## config.mk

```make
export PLATFORM = sky130hd
export DESIGN_NAME = circle_rect_contact_point
export DESIGN_NICKNAME = d
export VERILOG_FILES = /design/src/hdl/crcp_pkg.sv /design/src/hdl/circle_rect_contact_point.sv /design/src/hdl/crcp_edge.sv /design/src/hdl/crcp_corner_sq.sv /design/src/hdl/crcp_select.sv
export SDC_FILE = /design/constraint.sdc
export NUM_CORES = 2
export LEC_CHECK = 0
export BUFFER_PORTS_ARGS = -buffer_cell sky130_fd_sc_hd__buf_2
export CORE_UTILIZATION = 60
export DETAILED_ROUTE_END_ITERATION = 6
export PLACE_DENSITY = 0.84
export SKIP_LAST_GASP = 1
export SLEW_MARGIN = 15
export SYNTH_ARGS = -nofsm -noshare
export SYNTH_HDL_FRONTEND = slang
export SYNTH_HIERARCHICAL = 1
export SYNTH_SLANG_ARGS = --single-unit
```

## constraint.sdc

```tcl
create_clock -name i_clk -period 36.6 [get_ports i_clk]
set_input_delay 1.83 -clock i_clk [delete_from_list [all_inputs] [get_ports i_clk]]
set_output_delay 1.83 -clock i_clk [all_outputs]
set_load 0.02 [all_outputs]
```

## src/hdl/crcp_pkg.sv

```systemverilog
package crcp_pkg;

    // Width of the tolerance register
    localparam int TOL_W = 8;

    // Reset value of the tolerance, 6 in coordinate units (LSBs)
    localparam logic [TOL_W-1:0] TOL_RESET = 8'd6;

    // Width of the contact kind field
    localparam int KIND_W = 4;

    // Output tuser: hit in bit 0, contact kind above it
    localparam int OUT_USER_W = 1 + KIND_W;

    typedef enum logic [KIND_W-1:0] {
        KIND_NONE   = 4'd0,
        KIND_BOTTOM = 4'd1,
        KIND_LEFT   = 4'd2,
        KIND_TOP    = 4'd3,
        KIND_RIGHT  = 4'd4,
        KIND_TR     = 4'd5,
        KIND_BR     = 4'd6,
        KIND_TL     = 4'd7,
        KIND_BL     = 4'd8
    } t_kind;

    // Edge contact flags, one per rectangle edge
    typedef struct packed {
        logic bottom;
        logic left;
        logic top;
        logic right;
    } t_edge_flags;

    // Per-axis distance within reach of the circle
    typedef struct packed {
        logic x_r;
        logic x_l;
        logic y_t;
        logic y_b;
    } t_near;

endpackage

```

## src/hdl/circle_rect_contact_point.sv

```systemverilog
// Circle versus axis-aligned rectangle contact test (y grows upward).
// Slave stream: one transaction carries a circle (center, radius) and a
// rectangle (left, top, right, bottom) in signed fixed point.
// Master stream: one transaction per input carries the contact point in
// tdata and the hit flag plus contact kind in tuser.
// Config: i_cfg_wen writes the 8-bit contact tolerance from i_cfg_wdata;
// write it only while no transaction is in flight.
// Pipeline: input register, squaring register and result register lie between
// input acceptance and a valid result on the master side.
// Throughput: one transaction per cycle while the master side accepts; the
// squaring stage and its compare-and-select stage set the cycle budget.
// Reset: the pipeline empties, tvalid drops and the tolerance returns to 6.
// Stall: when m_axis_tready is low the result holds and the pipeline keeps
// filling; s_axis_tready drops only once all three stages hold data.
module circle_rect_contact_point #(
    parameter int COORD_WIDTH = 16
) (
    input  logic                                i_clk,
    input  logic                                i_rst_n,
    // Configuration
    input  logic                                i_cfg_wen,
    input  logic [crcp_pkg::TOL_W-1:0]          i_cfg_wdata,
    // Slave stream
    input  logic                                s_axis_tvalid,
    output logic                                s_axis_tready,
    // center_x, center_y, radius, rect_left, rect_top, rect_right,
    // rect_bottom from bit 0 up, zero padded to whole bytes
    input  logic [((7*COORD_WIDTH-1+7)/8)*8-1:0] s_axis_tdata,
    // Master stream
    output logic                                m_axis_tvalid,
    input  logic                                m_axis_tready,
    // contact_x, contact_y from bit 0 up, zero padded to whole bytes
    output logic [((2*COORD_WIDTH+7)/8)*8-1:0]  m_axis_tdata,
    // hit, contact_kind from bit 0 up
    output logic [crcp_pkg::OUT_USER_W-1:0]     m_axis_tuser
);
    import crcp_pkg::*;

    localparam int CW       = COORD_WIDTH;
    localparam int OUT_W    = ((2*CW+7)/8)*8;
    localparam int SQ_W     = 2*CW + 2;

    // Field offsets inside the slave tdata
    localparam int OFS_CY   = CW;
    localparam int OFS_R    = 2*CW;
    localparam int OFS_L    = 3*CW - 1;
    localparam int OFS_T    = 4*CW - 1;
    localparam int OFS_RT   = 5*CW - 1;
    localparam int OFS_B    = 6*CW - 1;

    // Tolerance register
    logic [TOL_W-1:0] r_tolerance;

    always_ff @(posedge i_clk) begin
        if (!i_rst_n) begin
            r_tolerance <= TOL_RESET;
        end else if (i_cfg_wen) begin
            r_tolerance <= i_cfg_wdata;
        end
    end

    // Pipeline handshake: each stage moves when the one after it can take data
    logic r_v1, r_v2, r_v3;
    logic n_v1, n_v2, n_v3;
    logic adv1, adv2, adv3;

    assign adv3 = !r_v3 || m_axis_tready;
    assign adv2 = !r_v2 || adv3;
    assign adv1 = !r_v1 || adv2;

    assign s_axis_tready = adv1;

    assign n_v1 = adv1 ? s_axis_tvalid : r_v1;
    assign n_v2 = adv2 ? r_v1 : r_v2;
    assign n_v3 = adv3 ? r_v2 : r_v3;

    always_ff @(posedge i_clk) begin
        if (!i_rst_n) begin
            r_v1 <= 1'b0;
            r_v2 <= 1'b0;
            r_v3 <= 1'b0;
        end else begin
            r_v1 <= n_v1;
            r_v2 <= n_v2;
            r_v3 <= n_v3;
        end
    end

    // Stage 1: input register
    logic signed [CW-1:0] r_cx, r_cy, r_l, r_t, r_rt, r_b;
    logic        [CW-2:0] r_radius;

    always_ff @(posedge i_clk) begin
        if (adv1 && s_axis_tvalid) begin
            r_cx     <= s_axis_tdata[CW-1:0];
            r_cy     <= s_axis_tdata[OFS_CY +: CW];
            r_radius <= s_axis_tdata[OFS_R +: CW-1];
            r_l      <= s_axis_tdata[OFS_L +: CW];
            r_t      <= s_axis_tdata[OFS_T +: CW];
            r_rt     <= s_axis_tdata[OFS_RT +: CW];
            r_b      <= s_axis_tdata[OFS_B +: CW];
        end
    end

    // Edge tests and corner squarings on the registered input
    t_edge_flags          edge_flags;
    t_near                near;
    logic [SQ_W-1:0]      sq_x_r, sq_x_l, sq_y_t, sq_y_b, sq_reach;

    crcp_edge #(.CW(CW)) u_edge (
        .i_cx     (r_cx),
        .i_cy     (r_cy),
        .i_radius (r_radius),
        .i_left   (r_l),
        .i_top    (r_t),
        .i_right  (r_rt),
        .i_bottom (r_b),
        .i_tol    (r_tolerance),
        .o_flags  (edge_flags)
    );

    crcp_corner_sq #(.CW(CW)) u_corner_sq (
        .i_cx       (r_cx),
        .i_cy       (r_cy),
        .i_radius   (r_radius),
        .i_left     (r_l),
        .i_top      (r_t),
        .i_right    (r_rt),
        .i_bottom   (r_b),
        .i_tol      (r_tolerance),
        .o_near     (near),
        .o_sq_x_r   (sq_x_r),
        .o_sq_x_l   (sq_x_l),
        .o_sq_y_t   (sq_y_t),
        .o_sq_y_b   (sq_y_b),
        .o_sq_reach (sq_reach)
    );

    // Stage 2: hold squares, flags and the coordinates needed for the result
    t_edge_flags          r2_flags;
    t_near                r2_near;
    logic [SQ_W-1:0]      r2_sq_x_r, r2_sq_x_l, r2_sq_y_t, r2_sq_y_b, r2_sq_reach;
    logic signed [CW-1:0] r2_cx, r2_cy, r2_l, r2_t, r2_rt, r2_b;

    always_ff @(posedge i_clk) begin
        if (adv2 && r_v1) begin
            r2_flags    <= edge_flags;
            r2_near     <= near;
            r2_sq_x_r   <= sq_x_r;
            r2_sq_x_l   <= sq_x_l;
            r2_sq_y_t   <= sq_y_t;
            r2_sq_y_b   <= sq_y_b;
            r2_sq_reach <= sq_reach;
            r2_cx       <= r_cx;
            r2_cy       <= r_cy;
            r2_l        <= r_l;
            r2_t        <= r_t;
            r2_rt       <= r_rt;
            r2_b        <= r_b;
        end
    end

    // Corner compare and priority select
    logic                 sel_hit;
    logic signed [CW-1:0] sel_px, sel_py;
    t_kind                sel_kind;

    crcp_select #(.CW(CW)) u_select (
        .i_flags    (r2_flags),
        .i_near     (r2_near),
        .i_sq_x_r   (r2_sq_x_r),
        .i_sq_x_l   (r2_sq_x_l),
        .i_sq_y_t   (r2_sq_y_t),
        .i_sq_y_b   (r2_sq_y_b),
        .i_sq_reach (r2_sq_reach),
        .i_cx       (r2_cx),
        .i_cy       (r2_cy),
        .i_left     (r2_l),
        .i_top      (r2_t),
        .i_right    (r2_rt),
        .i_bottom   (r2_b),
        .o_hit      (sel_hit),
        .o_px       (sel_px),
        .o_py       (sel_py),
        .o_kind     (sel_kind)
    );

    // Stage 3: result register, held while the master side stalls
    logic                 r3_hit;
    logic signed [CW-1:0] r3_px, r3_py;
    t_kind                r3_kind;

    always_ff @(posedge i_clk) begin
        if (adv3 && r_v2) begin
            r3_hit  <= sel_hit;
            r3_px   <= sel_px;
            r3_py   <= sel_py;
            r3_kind <= sel_kind;
        end
    end

    assign m_axis_tvalid = r_v3;
    assign m_axis_tdata  = {{(OUT_W-2*CW){1'b0}}, r3_py, r3_px};
    assign m_axis_tuser  = {r3_kind, r3_hit};

    // Hit flag agrees with the kind
    a_hit_kind: assert property (@(posedge i_clk) disable iff (!i_rst_n)
        r_v3 |-> (r3_hit == (r3_kind != KIND_NONE)))
        else $error("hit flag disagrees with contact kind");

    // No contact means a zero contact point
    a_miss_zero: assert property (@(posedge i_clk) disable iff (!i_rst_n)
        (r_v3 && !r3_hit) |-> (r3_px == '0 && r3_py == '0))
        else $error("contact point not zero on a miss");

    // A stalled result is never dropped
    a_hold: assert property (@(posedge i_clk) disable iff (!i_rst_n)
        (r_v3 && !m_axis_tready) |=> r_v3)
        else $error("stalled result lost");

    // Input stalls only when every stage is full
    a_full_stall: assert property (@(posedge i_clk) disable iff (!i_rst_n)
        !s_axis_tready |-> (r_v1 && r_v2 && r_v3))
        else $error("input stalled with room in the pipeline");

endmodule

```

## src/hdl/crcp_edge.sv

```systemverilog
module crcp_edge #(
    parameter int CW = 16
) (
    input  logic signed [CW-1:0]          i_cx,
    input  logic signed [CW-1:0]          i_cy,
    input  logic        [CW-2:0]          i_radius,
    input  logic signed [CW-1:0]          i_left,
    input  logic signed [CW-1:0]          i_top,
    input  logic signed [CW-1:0]          i_right,
    input  logic signed [CW-1:0]          i_bottom,
    input  logic        [crcp_pkg::TOL_W-1:0] i_tol,
    output crcp_pkg::t_edge_flags         o_flags
);
    import crcp_pkg::*;

    localparam int W = CW + 2;

    logic signed [W-1:0] cx, cy, r, l, t, rt, b, tol;
    logic signed [W-1:0] e_up, e_rt, e_dn, e_lf;
    logic                in_x, in_y;

    assign cx  = {{2{i_cx[CW-1]}}, i_cx};
    assign cy  = {{2{i_cy[CW-1]}}, i_cy};
    assign l   = {{2{i_left[CW-1]}}, i_left};
    assign t   = {{2{i_top[CW-1]}}, i_top};
    assign rt  = {{2{i_right[CW-1]}}, i_right};
    assign b   = {{2{i_bottom[CW-1]}}, i_bottom};
    assign r   = {3'b000, i_radius};
    assign tol = {{(W-TOL_W){1'b0}}, i_tol};

    // Center must lie within the edge span widened by the tolerance
    assign in_x = (cx <= rt + tol) && (cx >= l - tol);
    assign in_y = (cy <= t + tol) && (cy >= b - tol);

    // Extreme points of the circle along each axis
    assign e_up = cy + r;
    assign e_rt = cx + r;
    assign e_dn = cy - r;
    assign e_lf = cx - r;

    always_comb begin
        o_flags.bottom = (e_up >= b - tol) && (e_up <= b + tol) && in_x;
        o_flags.left   = (e_rt >= l - tol) && (e_rt <= l + tol) && in_y;
        o_flags.top    = (e_dn <= t + tol) && (e_dn >= t - tol) && in_x;
        o_flags.right  = (e_lf <= rt + tol) && (e_lf >= rt - tol) && in_y;
    end

endmodule

```

## src/hdl/crcp_corner_sq.sv

```systemverilog
module crcp_corner_sq #(
    parameter int CW = 16
) (
    input  logic signed [CW-1:0]          i_cx,
    input  logic signed [CW-1:0]          i_cy,
    input  logic        [CW-2:0]          i_radius,
    input  logic signed [CW-1:0]          i_left,
    input  logic signed [CW-1:0]          i_top,
    input  logic signed [CW-1:0]          i_right,
    input  logic signed [CW-1:0]          i_bottom,
    input  logic        [crcp_pkg::TOL_W-1:0] i_tol,
    output crcp_pkg::t_near               o_near,
    output logic        [2*CW+1:0]        o_sq_x_r,
    output logic        [2*CW+1:0]        o_sq_x_l,
    output logic        [2*CW+1:0]        o_sq_y_t,
    output logic        [2*CW+1:0]        o_sq_y_b,
    output logic        [2*CW+1:0]        o_sq_reach
);
    import crcp_pkg::*;

    localparam int MW = CW + 1;

    logic signed [MW-1:0] dx_r, dx_l, dy_t, dy_b;
    logic        [MW-1:0] ax_r, ax_l, ay_t, ay_b;
    logic        [MW-1:0] reach;

    function automatic logic [MW-1:0] magnitude(input logic signed [MW-1:0] d);
        return d[MW-1] ? MW'(-d) : MW'(d);
    endfunction

    assign dx_r = {i_cx[CW-1], i_cx} - {i_right[CW-1], i_right};
    assign dx_l = {i_cx[CW-1], i_cx} - {i_left[CW-1], i_left};
    assign dy_t = {i_cy[CW-1], i_cy} - {i_top[CW-1], i_top};
    assign dy_b = {i_cy[CW-1], i_cy} - {i_bottom[CW-1], i_bottom};

    assign ax_r = magnitude(dx_r);
    assign ax_l = magnitude(dx_l);
    assign ay_t = magnitude(dy_t);
    assign ay_b = magnitude(dy_b);

    assign reach = {2'b00, i_radius} + {{(MW-TOL_W){1'b0}}, i_tol};

    always_comb begin
        o_near.x_r = (ax_r <= reach);
        o_near.x_l = (ax_l <= reach);
        o_near.y_t = (ay_t <= reach);
        o_near.y_b = (ay_b <= reach);
    end

    // Independent squarings, summed and compared in the next stage
    assign o_sq_x_r   = ax_r * ax_r;
    assign o_sq_x_l   = ax_l * ax_l;
    assign o_sq_y_t   = ay_t * ay_t;
    assign o_sq_y_b   = ay_b * ay_b;
    assign o_sq_reach = reach * reach;

endmodule

```

## src/hdl/crcp_select.sv

```systemverilog
module crcp_select #(
    parameter int CW = 16
) (
    input  crcp_pkg::t_edge_flags         i_flags,
    input  crcp_pkg::t_near               i_near,
    input  logic        [2*CW+1:0]        i_sq_x_r,
    input  logic        [2*CW+1:0]        i_sq_x_l,
    input  logic        [2*CW+1:0]        i_sq_y_t,
    input  logic        [2*CW+1:0]        i_sq_y_b,
    input  logic        [2*CW+1:0]        i_sq_reach,
    input  logic signed [CW-1:0]          i_cx,
    input  logic signed [CW-1:0]          i_cy,
    input  logic signed [CW-1:0]          i_left,
    input  logic signed [CW-1:0]          i_top,
    input  logic signed [CW-1:0]          i_right,
    input  logic signed [CW-1:0]          i_bottom,
    output logic                          o_hit,
    output logic signed [CW-1:0]          o_px,
    output logic signed [CW-1:0]          o_py,
    output crcp_pkg::t_kind               o_kind
);
    import crcp_pkg::*;

    localparam int SW = 2 * CW + 3;

    logic hit_tr, hit_br, hit_tl, hit_bl;

    function automatic logic in_reach(input logic [SW-2:0] sa, input logic [SW-2:0] sb,
                                      input logic [SW-2:0] lim);
        logic [SW-1:0] s;
        s = {1'b0, sa} + {1'b0, sb};
        return s <= {1'b0, lim};
    endfunction

    assign hit_tr = i_near.x_r && i_near.y_t && in_reach(i_sq_x_r, i_sq_y_t, i_sq_reach);
    assign hit_br = i_near.x_r && i_near.y_b && in_reach(i_sq_x_r, i_sq_y_b, i_sq_reach);
    assign hit_tl = i_near.x_l && i_near.y_t && in_reach(i_sq_x_l, i_sq_y_t, i_sq_reach);
    assign hit_bl = i_near.x_l && i_near.y_b && in_reach(i_sq_x_l, i_sq_y_b, i_sq_reach);

    // Edges first, then corners; first match wins
    always_comb begin
        o_px   = '0;
        o_py   = '0;
        o_kind = KIND_NONE;
        if (i_flags.bottom) begin
            o_px = i_cx;    o_py = i_bottom; o_kind = KIND_BOTTOM;
        end else if (i_flags.left) begin
            o_px = i_left;  o_py = i_cy;     o_kind = KIND_LEFT;
        end else if (i_flags.top) begin
            o_px = i_cx;    o_py = i_top;    o_kind = KIND_TOP;
        end else if (i_flags.right) begin
            o_px = i_right; o_py = i_cy;     o_kind = KIND_RIGHT;
        end else if (hit_tr) begin
            o_px = i_right; o_py = i_top;    o_kind = KIND_TR;
        end else if (hit_br) begin
            o_px = i_right; o_py = i_bottom; o_kind = KIND_BR;
        end else if (hit_tl) begin
            o_px = i_left;  o_py = i_top;    o_kind = KIND_TL;
        end else if (hit_bl) begin
            o_px = i_left;  o_py = i_bottom; o_kind = KIND_BL;
        end
        o_hit = (o_kind != KIND_NONE);
    end

endmodule

```

# Word-level counts from Yosys, hierarchy flattened
# Index checks and enable logic that the tools add are counted.
# totals
out_inout_bits	39
register_bits	433
input_bits	125
# op_classes
add_sub_neg	25
n_lt_le_gt_ge	20
mul	5
muxes	28
reduce_logical	28
# ops
cell	n
two-way mux 16 bit	16
multiplier 17 x 17 -> 34 bit	5
adder 34 x 34 -> 35 bit	4
<= comparator 35 x 34 -> 1 bit	4
<= comparator 17 bit	8
subtractor 16 x 16 -> 17 bit	6
adder 16 x 9 -> 17 bit	4
greater-or-equal comparator 17 bit	4
two-way mux 17 bit	4
negator 17 bit	4
subtractor 16 x 9 -> 17 bit	4
adder 16 x 16 -> 17 bit	2
greater-or-equal comparator 16 x 17 -> 1 bit	2
<= comparator 16 x 17 -> 1 bit	2
two-way mux 4 bit	8
logical AND 1 bit	21
adder 15 x 8 -> 16 bit	1
nonzero test 4 bit	1
logical NOT 1 bit	3
logical OR 1 bit	3

# Longest topological paths before layout
# logic_depth
word_depth	12
ltp_mapped	40
depth_no_buf	39

# Modules after synthesis
# The synthesis kept the hierarchy.
# modules_own_cells
mod	seq_area_each_um2	cells_each	instances	area_per_inst_um2
crcp_corner_sq	0.0	5227	1	44659.1
circle_rect_contact_point	12892.4	462	1	13108.8
crcp_edge	0.0	1528	1	11466.0
crcp_select	0.0	1453	1	10605.2

# Least setup slack after synthesis
# No wires, ideal clock.
# synth_path
path_type	input port to flip-flop
start	input port m_axis_tready
end	register r2_b[0] (enable)
stages	2
setup_time_ns	0.948
arrival_time_ns	14.122
path_slack_ns	21.530
path_cell_list	and3b_1 > nor2b_1
# synth_between
elab_chain_len	3
# synth_rtl
item	line	rtl
start, declared	circle_rect_contact_point.sv:31	input logic m_axis_tready,
logical OR 1 bit	circle_rect_contact_point.sv:67	assign adv3 = !r_v3 || m_axis_tready;
logical OR 1 bit	circle_rect_contact_point.sv:68	assign adv2 = !r_v2 || adv3;
logical AND 1 bit	circle_rect_contact_point.sv:146	if (adv2 && r_v1) begin
end signal, assigned	circle_rect_contact_point.sv:159	r2_b <= r_b;
end, declared	circle_rect_contact_point.sv:143	logic signed [CW-1:0] r2_cx, r2_cy, r2_l, r2_t, r2_rt, r2_b;
# No other way between the ends.
# A chain may end at the register's enable or synchronous reset.

# Final worst setup path
# layout_path
start	register r_cy[0]
end	register r2_sq_y_t[33], data pin
# layout_between
elab_chain_len	4
# layout_rtl
item	line	rtl
start, declared	circle_rect_contact_point.sv:90	logic signed [CW-1:0] r_cx, r_cy, r_l, r_t, r_rt, r_b;
start signal, assigned	circle_rect_contact_point.sv:96	r_cy <= s_axis_tdata[OFS_CY +: CW];
subtractor 16 x 16 -> 17 bit (*)	crcp_corner_sq.sv:33	assign dy_t = {i_cy[CW-1], i_cy} - {i_top[CW-1], i_top};
negator 17 bit	crcp_corner_sq.sv:28	return d[MW-1] ? MW'(-d) : MW'(d);
two-way mux 17 bit (*)	crcp_corner_sq.sv:28	
multiplier 17 x 17 -> 34 bit (*)	crcp_corner_sq.sv:53	assign o_sq_y_t = ay_t * ay_t;
named net sq_y_t[33]	circle_rect_contact_point.sv:108	logic [SQ_W-1:0] sq_x_r, sq_x_l, sq_y_t, sq_y_b, sq_reach;
end signal, assigned	circle_rect_contact_point.sv:151	r2_sq_y_t <= sq_y_t;
end, declared	circle_rect_contact_point.sv:142	logic [SQ_W-1:0] r2_sq_x_r, r2_sq_x_l, r2_sq_y_t, r2_sq_y_b, r2_sq_reach;
# The timed path passes the listed nets; every way through them passes the cells marked *.

==> impl_metrics.yaml <==
run_status:
  outcome: "finished, violations left"
  failed_checks: "design-rule violations"
clock_network:
  clk_pin_slew_ns: 0.07
  cts.sinks: 433
  cts_hold_buffers: 0
  root_buffer: "clkbuf_16"
  h-tree-depth: 2
  clock_path_buffers: 3
  cts_buffers: 49
  cts.repair.resized: 0
  post-cts-setup-buffer-count: 0
  insertion_delay_ns: 0.67
  cts_tree: "done"
placement:
  io_buffers: 162
  dpl_cell_area_um2: 83080
  place.gp.congestion: 1.015
  place_ws_ns: 25.67
  dp_hpwl_um: 189000
routing:
  dr.pass1.iters: 7
  totalWireLength_um: 229200
  vias: 64690
  avgRoutedWirePerCell_um: 21.49
  drtIter0Drc: 5918
  drc: 2
  vias_per_cell: 6.066
  ant_nets: 0
global_routing:
  overflow: 0
  grtUsageMet2_pct: 55.57
  grt_max_degree: 87
  grt.met1_usage_pct: 41.54
  grt_pass1_wl_um: 356000
  antenna_found_initial: 5
  grt_pass1_vias: 66550
  gr-max-usage-layer: "met2"
  gr-usage-met3_pct: 6.396
  grt.total_usage_pct: 33.94
synthesis:
  postSynthAreaPerCell_um2: 9.209
  synthCells: 8670
  ys_ff_latch: 433
  ys.flop_type: "edfxtp_1"
  synthArstFlopShare_pct: 0
  yosys_warnings: 6
  syn-cell-area_um2: 79840
  synth_area_leader_cell: "fa_1"
  ys_seq_area_share_pct: 16.15
  synth-edff-count: 422
  synth_cell_type_count: 121
  yosysTopAreaCellShare_pct: 23.95
  synth.area.top_cells: "fa_1 24%, ha_1 19%, edfxtp_1 16%"
critical_path:
  cp-start-kind: "flip-flop"
  worstSetupPathType: "reg2reg"
  crit_slowest_cell: "xnor2_1"
  critPathCaptureType: "flip-flop"
  slowest_delay_ns: 0.84
  crit_top_cell: "inv_1"
  critical_path_arrival_ns: 11.65
  crit_fanout: 15
  cp_data_required_time_ns: 36.98
  reg2reg_setup_slack_ns: 25.34
sta:
  finalSetupViolCount: 0
  worst_slew_pin_slew_ns: 1.348
  fin_crit_sh_pct: 30.78
  rsz0062_at_grt: "false"
  skew_ns: 0.03547
  min_period_ns: 11.26
  max_freq_ghz: 0.08878
  finalSetupTns_ns: 0
  finalHoldViolCount: 0
  finalMaxSlewViolations: 0
  layout_setup_ws_ns: 25.34
  max-slew-margin-rel_pct: 9.459
die:
  coreArea_um2: 131800
  die_y_um: 366.8
  die_w_um: 366.8
  dieArea_um2: 134500
  initial_core_util_pct: 60.58
  placementRows: 133
  io_pins: 164
final_layout:
  layout-drive-gt1-share_pct: 5.320
  final_cell_mix: "1592 x inv_1, 1229 x ha_1, 955 x fa_1"
  fin_nets: 11180
  final_common_cell: "inv_1"
  antenna-diode-count: 0
  fillers: 10350
  area_delta_synth_final_pct: 6.209
  fin_area_um2: 84800
run:
  maxCapViolCount: 0
min_path:
  min_path_type: "reg2reg"
-- area by class of cell --
cell class | instances | area [um2] | area share (%)
Clock inverter | 37 | 462.9 | 0.5459
Timing Repair Buffer | 254 | 1501 | 1.771
Sequential cell | 433 | 12890 | 15.20
Multi-Input combinational cell | 6498 | 60370 | 71.19
Tap cell | 1755 | 2196 | 2.590
Clock buffer | 55 | 1249 | 1.473
Inverter | 1633 | 6130 | 7.229
-- worst max-delay path: cells and delay by family, from the launching register on --
family / cells / cell delay (ns)
compound gates: 13 / 3.23
buf+inv: 8 / 1.24
fa+ha+maj: 9 / 3.85
simple gates: 5 / 1.06
xor+xnor: 2 / 0.94
flops: 1 / 0.64
-- layer usage --
metal  part of all wire, %  up-vias
li1                      -    29330
met1                    37    31270
met2                    46     3267
met3                   9.6      817
met4                   7.2       10
met5                 0.032        -
-- synthesized netlist by cell type, types with 51 or more instances --
master / count
fa_1: 955
o31ai_1: 51
nand2b_1: 90
a21o_1: 224
o21bai_1: 52
nor2b_1: 131
o21ai_0: 262
nand2_1: 609
xnor2_1: 369
and3_1: 58
o21a_1: 111
edfxtp_1: 422
ha_1: 1229
nor3_1: 119
nor2_1: 666
xor2_1: 179
a21oi_1: 440
and2_1: 55
a211oi_1: 52
inv_1: 1592
nand4_1: 79
nand3_1: 100
clkbuf_1: 124
-- sequential cells by signal, summed over array words and instances (netlist names), 34 cells and up --
name and flops:
r2_sq_y_t 34, r2_sq_x_l 34, r2_sq_y_b 34, r2_sq_reach 34
r2_sq_x_r 34
-- stage by stage --
step / util [%] / hold slack, ns / cells
final: 64.34 / 0.5484 / 10670
after global routing: 64.34 / 0.5613 / 10670
after CTS: 64.34 / 0.5471 / 10670
after detailed placement: 63.04 / 0.5256 / 10570
after global placement: 63.04 / 0.5031 / 10570
after floorplan: - / 0.4442 / 8729
-- final timing paths --
check | from | endpoint | cells past startpoint
worst max register to register | r_cy[0] | r2_sq_y_t[33] | 37
worst max-delay path | r_cy[0] | r2_sq_y_t[33] | 37
worst min register to register | r_v2 | m_axis_tvalid | 1
worst min-delay path | r_v2 | m_axis_tvalid | 1
-- kinds of logic after synthesis --
| logic type | count (synthesis) | share of synthesized area (%) |
|---|---|---|
| other cells | 2 | 0.009406 |
| buf+inv | 1798 | 8.605 |
| fa+ha+maj | 2189 | 43.27 |
| flops | 433 | 16.15 |
| mux | 14 | 0.1787 |
| compound gates | 1580 | 13.21 |
| xor+xnor | 553 | 6.137 |
| simple gates | 2101 | 12.44 |
Power is not shown: default switching activity piles up to over one toggle a cycle in this logic, so the estimate is an artifact.
